`src/sv/nta_pkg.sv`:
```
// Shared types, codes and lookup functions for the number-to-ASCII formatter.
package nta_pkg;

   localparam int OpWidth    = 2;
   localparam int ValueWidth = 32;
   localparam int CharWidth  = 7;
   localparam int PosWidth   = 4;
   localparam int DigitWidth = 4;
   localparam int WideWidth  = 34;   // holds nine times the top decimal power
   localparam int QueueDepth = 2;
   localparam int QueuePtrWidth = 1;
   localparam int QueueCntWidth = 2;

   // operation codes
   localparam logic [OpWidth-1:0] OP_DECIMAL  = 2'd0;
   localparam logic [OpWidth-1:0] OP_BYTE_HEX = 2'd1;
   localparam logic [OpWidth-1:0] OP_WORD_HEX = 2'd2;
   localparam logic [OpWidth-1:0] OP_UNUSED   = 2'd3;

   localparam logic [CharWidth-1:0] CHAR_ZERO = 7'h30;
   localparam logic [CharWidth-1:0] CHAR_X    = 7'h78;
   localparam logic [CharWidth-1:0] CHAR_A    = 7'h61;

   // digit positions: 0 is the 10^9 place, 9 the units place
   localparam logic [PosWidth-1:0] DEC_LAST_POS  = 4'd9;
   localparam logic [PosWidth-1:0] WORD_LAST_POS = 4'd9;
   localparam logic [PosWidth-1:0] BYTE_LAST_POS = 4'd3;
   localparam logic [PosWidth-1:0] HEX_PREFIX_X  = 4'd1;

   typedef struct packed {
      logic [OpWidth-1:0]    op;
      logic [ValueWidth-1:0] value;
   } nta_item_type;

   typedef enum logic [1:0] {
      ST_IDLE,
      ST_DEC_DIG,
      ST_DEC_EMIT,
      ST_HEX_EMIT
   } nta_state_type;

   // power of ten for a digit position
   function automatic logic [WideWidth-1:0] dec_power(input logic [PosWidth-1:0] pos);
      logic [WideWidth-1:0] p;
      unique case (pos)
         4'd0:    p = 34'd1000000000;
         4'd1:    p = 34'd100000000;
         4'd2:    p = 34'd10000000;
         4'd3:    p = 34'd1000000;
         4'd4:    p = 34'd100000;
         4'd5:    p = 34'd10000;
         4'd6:    p = 34'd1000;
         4'd7:    p = 34'd100;
         4'd8:    p = 34'd10;
         default: p = 34'd1;
      endcase
      return p;
   endfunction

   // k times the power of ten at a position (constant table per k)
   function automatic logic [WideWidth-1:0] dec_multiple(input logic [PosWidth-1:0]   pos,
                                                         input logic [DigitWidth-1:0] k);
      logic [WideWidth-1:0] m;
      m = dec_power(pos) * {{(WideWidth-DigitWidth){1'b0}}, k};
      return m;
   endfunction

   function automatic logic [CharWidth-1:0] hex_glyph(input logic [3:0] nib);
      logic [CharWidth-1:0] c;
      if (nib < 4'd10) begin
         c = CHAR_ZERO + {3'b000, nib};
      end else begin
         c = CHAR_A + {3'b000, nib - 4'd10};
      end
      return c;
   endfunction

endpackage

```
`src/sv/nta_queue.sv`:
```
// Two-entry queue between front and back ends.
module nta_queue (
   input  logic                  clock,
   input  logic                  reset,
   input  logic                  push,
   input  nta_pkg::nta_item_type push_item,
   input  logic                  pop,
   output nta_pkg::nta_item_type pop_item,
   output logic                  full,
   output logic                  empty
);
   import nta_pkg::*;

   nta_item_type                entry_ff [QueueDepth];
   logic [QueuePtrWidth-1:0]    wr_ptr_ff, wr_ptr_in;
   logic [QueuePtrWidth-1:0]    rd_ptr_ff, rd_ptr_in;
   logic [QueueCntWidth-1:0]    count_ff, count_in;
   logic                        do_push, do_pop;

   assign full     = (count_ff == QueueCntWidth'(QueueDepth));
   assign empty    = (count_ff == '0);
   assign do_push  = push && !full;
   assign do_pop   = pop && !empty;
   assign pop_item = entry_ff[rd_ptr_ff];

   always_comb begin
      wr_ptr_in = do_push ? wr_ptr_ff + 1'b1 : wr_ptr_ff;
      rd_ptr_in = do_pop  ? rd_ptr_ff + 1'b1 : rd_ptr_ff;
      count_in  = count_ff;
      if (do_push && !do_pop) begin
         count_in = count_ff + 1'b1;
      end else if (do_pop && !do_push) begin
         count_in = count_ff - 1'b1;
      end
   end

   always_ff @(posedge clock) begin
      if (reset) begin
         wr_ptr_ff <= '0;
         rd_ptr_ff <= '0;
         count_ff  <= '0;
      end else begin
         wr_ptr_ff <= wr_ptr_in;
         rd_ptr_ff <= rd_ptr_in;
         count_ff  <= count_in;
      end
   end

   always_ff @(posedge clock) begin
      if (do_push) begin
         entry_ff[wr_ptr_ff] <= push_item;
      end
   end

   count_bound_a: assert property (@(posedge clock) disable iff (reset)
      count_ff <= QueueCntWidth'(QueueDepth))
      else $error("queue count overflow");

   push_only_a: assert property (@(posedge clock) disable iff (reset)
      (do_push && !do_pop) |=> (count_ff == $past(count_ff) + 1'b1))
      else $error("queue count did not grow on push");

   pop_only_a: assert property (@(posedge clock) disable iff (reset)
      (do_pop && !do_push) |=> (count_ff == $past(count_ff) - 1'b1))
      else $error("queue count did not shrink on pop");

endmodule

```
`config.mk`:
```
export PLATFORM = sky130hd
export DESIGN_NAME = nta_queue
export DESIGN_NICKNAME = d
export VERILOG_FILES = /design/src/sv/nta_pkg.sv /design/src/sv/nta_queue.sv
export SDC_FILE = /design/constraint.sdc
export NUM_CORES = 1
export LEC_CHECK = 0
export BUFFER_PORTS_ARGS = -buffer_cell sky130_fd_sc_hd__buf_2
export CAP_MARGIN = 20
export CORE_ASPECT_RATIO = 0.75
export CORE_MARGIN = 4
export CORE_UTILIZATION = 55
export DETAILED_ROUTE_END_ITERATION = 7
export HOLD_SLACK_MARGIN = 0.02
export PLACE_DENSITY = 0.83
export SLEW_MARGIN = 40
export SYNTH_ARGS = -nofsm -noshare
export SYNTH_HDL_FRONTEND = slang
export SYNTH_SLANG_ARGS = --single-unit
```
`constraint.sdc`:
```
create_clock -name clock -period 3.92 [get_ports clock]
set_input_delay 0.392 -clock clock [delete_from_list [all_inputs] [get_ports clock]]
set_output_delay 0.392 -clock clock [all_outputs]
set_load 0.05 [all_outputs]
```
**Yosys cells after proc, flatten, opt, wreduce, memory -nomap -nowiden**

Memories as Yosys holds them, arrays and structs flattened. A register that Yosys moved wholly into a read port is not among the register bits.
Index checks and enable logic that the tools add are counted.

- Register bits: 4
- Memory bits (writable): 68
- Input bits: 38
- Output and inout port bits: 36
- Logic and storage cells: 25
- Memories: 1

Memories:

| memory | words | bits a word | rd ports | clocked after Yosys merged registers in | write ports | RTL line | source |
|---|---|---|---|---|---|---|---|
| entry_ff | 2 | 34 | 1 | 1 | 1 | nta_queue.sv:14 | `nta_item_type entry_ff [QueueDepth];` |

- Add/subtract/negate cells: 4
- Equality and inequality tests: 1
- Multiplexer cells: 6
- Reduce and logical (&&, ||, !) cells: 10

Operators by type and width:

| operator | number |
|---|---|
| $logic_and A1 B1 Y1 | 4 |
| $logic_not A1 Y1 | 4 |
| $mux W1 | 4 |
| $mux W2 | 2 |
| $add A1 B1 Y1 const B | 2 |
| $add A2 B1 Y2 const B | 1 |
| $eq A2 B2 Y1 const B | 1 |
| $logic_not A2 Y1 | 1 |
| $reduce_bool A2 Y1 | 1 |
| $sub A2 B1 Y2 const B | 1 |

**Depth between registers and ports, before layout**

- Depth after elaboration: 7
- Mapped depth: 6
- Gate-level depth less buffers: 6

**Least setup slack after synthesis**

Ideal clock, no wire load.

- Kind: register to register
- From: register count_ff[1]
- To: memory entry_ff[0][0] in the netlist's numbering (enable)
- Library setup time: 0.389 ns
- Arrival time: 1.602 ns
- Data required time: 3.531 ns
- Setup slack: 1.929 ns
- Cell stages (with the launch flop): 4
- Buffers on the path: 0
- Period minus slack after synthesis: 1.991 ns
- Cell sequence: dfxtp_1 > nor2b_2 > or3_1 > inv_1

- Longest elaborated chain between the ends: 5

RTL lines:

| what | RTL line | source |
|---|---|---|
| from (decl) | nta_queue.sv:17 | `logic [QueueCntWidth-1:0] count_ff, count_in;` |
| from (signal assigned) | nta_queue.sv:45 | `count_ff <= count_in;` |
| $eq A2 B2 Y1 | nta_queue.sv:20 | `assign full = (count_ff == QueueCntWidth'(QueueDepth));` |
| via full | nta_queue.sv:9 | `output logic full,` |
| $logic_not A1 Y1 | nta_queue.sv:22 | `assign do_push = push && !full;` |
| $logic_and A1 B1 Y1 | nta_queue.sv:22 |  |
| $mux W1 | nta_queue.sv:50 | `if (do_push) begin` |
| $mux W1 (implied by the code) | nta_queue.sv:51 | `entry_ff[wr_ptr_ff] <= push_item;` |
| to (decl) | nta_queue.sv:14 |  |

The timed path passes the listed nets, and every way through them passes these cells.

==> run summary <==
The critical path is of the reg2out type. The total number of vias is 1,395. STA classifies the critical path startpoint as a register. TritonCTS built the clock tree.

The core area is 4570 um2. The arrival time of data at the critical path endpoint was 2.11 ns. Total power draw: 0.00260 W. For the number of failing hold endpoints at the final stage, the log shows 0.

After the first detailed-routing iteration, the DRC count stood at 65. The final layout contains routed wiring with a total length of 4640 um. The filler cells instantiated in the layout total 298. The synthesized design contains 73 register bits. STA classifies the critical path endpoint as an output port. The tightest hold path in the finished design has a slack of 0.246 ns. The count of cells in the finished layout, fillers not included, comes to 275. Mean number of vias per cell: 5.07.

The logs give 72.9% for the end-of-flow core utilization and 1.88 ns for the slack of the worst reg-to-reg path. The data required time of the worst path came out at 3.53 ns. Global routing used 17.1% of the available tracks across all layers.

Registers take 2140 um2. Setup repair after global routing left no endpoint under its margin. Summed over all layers, the global routing overflow is 0. Synthesized netlist net count: 170. Summed over all cells, the static leakage comes to 1.28 nW. The half-perimeter wire length after detailed placement is 3270 um. The routed design uses 480 um of met3 wire. The synthesized area per cell is 20.4 um2, and the clock insertion delay at the later pin of the skew report is 0.33 ns. Number of setup violations in the final report: 0. Counting I/O delays and the setup requirement, the final critical path takes 2.50 ns. VDD sags by at most 0.529 mV.

The run gives 1910 um as the total routed wire length on the met1 layer. Via count of the first global-routing pass: 1,478. The post-synthesis instance total is 131, and the number of max-capacitance violations reported is 0. After synthesis, flip-flops and latches occupy 80.3% of the total area.

After detailed routing, the average wire length per cell comes to 16.9 um. The total die area was 6040 um2. Routed signal wires occupy layers up through met4. In this run, post-CTS hold repair placed 0 buffers. Leaving out fill and tap cells, the most frequent cell in the layout is sky130_fd_sc_hd__buf_2.

Of the available clock period, the critical path in the final layout requires 63.9%. The number of top-level design ports came out at 74. Input and output buffers added on the ports amount to 73. Cells with a size suffix above 1 make up 57.3% of the layout.

For this run, the top clock speed supported by timing is 399 MHz. The number of antenna diodes in the final layout is 0. The run gives 0 ns as the final-layout setup total negative slack. The number of antenna violations at the first check in global routing was 0; the placer congestion estimate was 0.708. The floorplan has 21 rows.

The layout overhead on the synthesized area was 25.0%. The worst register-to-register path has a depth of 4. The number of resized instances in the post-cts repair step is 0. CTS saw 73 sinks. The clock transition at the registers of the reported paths came out at 0.07 ns. The die is 88.4 um wide. The top-area cell type share of the netlist area was 76.5%. The start of the worst register-to-register path is count_ff[0]. The worst register-to-register path ends at entry_ff[0][3]. The post-route clock skew is 0.00594 ns, and the number of distinct library cells after synthesis is 14. Startpoint of the most critical hold path: push_item[7]. For the pin with the worst max-slew slack, the measured transition is 0.730 ns. The routed length on met2 is 2190 um. Worst hold-check path type: in2reg.

For this run, the post-layout net count is 253. After detailed routing, the number of remaining DRC violations is 0. Along the worst path, the maximum fanout reaches 18. After synthesis the cells add up to 2670 um2.

Summing all multi-input logic gate instances after layout gives 493 um2. The first global-routing pass estimated 7150 um of wire. The H-tree was split into 3 levels.

The count of warnings emitted by yosys was 0; the post-CTS setup buffer count was 0. The run gives 9 as the number of buffers inserted during clock tree synthesis. The flow ran to the end, and the final reports show no timing, DRC or antenna violations. The vertical die dimension was 68.3 um.

The power per unit of standard cell area was 781 nW/um2. The worst-case headroom to the max-slew limit came out at 51.3%. sky130_fd_sc_hd__edfxtp_1 takes more of the synthesized area than any other cell. For this run, the detailed router's first-pass iteration total came to 4.

The number of max-slew violations in the final report was 0; the cell count of the worst hold path was 1. Clock root buffer master: sky130_fd_sc_hd__clkbuf_8. Entering global routing, the biggest net connects 35 pins. Sorting the synthesized cells by area gives the leading types as sky130_fd_sc_hd__edfxtp_1, sky130_fd_sc_hd__mux2_2, sky130_fd_sc_hd__dfxtp_1.

In the layout the commonest cells are sky130_fd_sc_hd__buf_2, sky130_fd_sc_hd__edfxtp_1, sky130_fd_sc_hd__mux2_2. The count of nets left with antenna violations once routing finished came out at 0. The starting density of the core came out at 58.3%. The worst hold path terminates at entry_ff[0][7]. The longest clock path from root to sink contains 2 buffers.

The number of cells after detailed placement was 260.
routing by layer:
layer / vias up / track usage, %
met3: 5 / 7.70
met4: 0 / 7.92
li1: 673 / -
met5: - / 0
met1: 659 / 20.7
met2: 58 / 26.5
cells in the mapped netlist, drive strengths merged:
master   n
a21oi    2
and2     1
buf      4
dfxtp    5
edfxtp  68
ha       1
inv      2
mux2    34
nor2     5
nor2b    1
o21ai    3
or3      2
xor2     3
state kept, by name (all words and copies together), names as in the netlist, named ones only:
name,count
count_ff,2
entry_ff,68
rd_ptr_ff,1
wr_ptr_ff,1
cell families after synthesis:
| group | synth area share, % |
|---|---|
| AO/OA/AOI/OAI | 0.938 |
| XOR/XNOR | 0.985 |
| flip-flops | 80.3 |
| AND/OR/NAND/NOR | 1.74 |
| buffers and inverters | 1.22 |
| multiplexers | 14.4 |
| adder cells (fa/ha/maj) | 0.469 |
worst max-delay path: stages, from the launching register on:
cell                      delay (ns)
sky130_fd_sc_hd__dfxtp_1        0.79
sky130_fd_sc_hd__buf_4          0.38
sky130_fd_sc_hd__mux2_2         0.38
sky130_fd_sc_hd__buf_2          0.22
where the power goes:
group | leakage, nW | internal (W) | total [W] | switching (W)
clock network | 0.117 | 0.000417 | 0.000664 | 0.000247
logic | 0.487 | 0.000253 | 0.000900 | 0.000647
registers | 0.676 | 0.000982 | 0.00104 | 0.0000564
worst max path at each step:
stage                      from        endpoint  slack [ns]  depth (start not counted)
floorplan           count_ff[1]  entry_ff[0][0]        1.93                          3
global placement       register     pop_item[2]        1.80                          3
detailed placement     register     pop_item[2]        1.76                          3
CTS                    register     pop_item[6]        1.36                          3
global route           register    pop_item[26]        1.29                          3
finish                 register     pop_item[6]        1.42                          3
metrics by stage:
step	setup WS, ns	cell area [um2]
5_1_grt	1.29	3330
4_1_cts	1.36	3330
3_3_place_gp	1.80	3100
6_report	1.42	3330
3_5_place_dp	1.76	3100
2_1_floorplan	1.93	2670
layout make-up:
cell class / instances / share of cell area [%]
Tap cell: 57 / 2.14
Sequential cell: 73 / 64.3
Timing Repair Buffer: 76 / 11.6
Multi-Input combinational cell: 52 / 14.8
Clock inverter: 6 / 3.23
Inverter: 2 / 0.225
Clock buffer: 9 / 3.72
No activity file was read; power rests on OpenSTA's default activity.
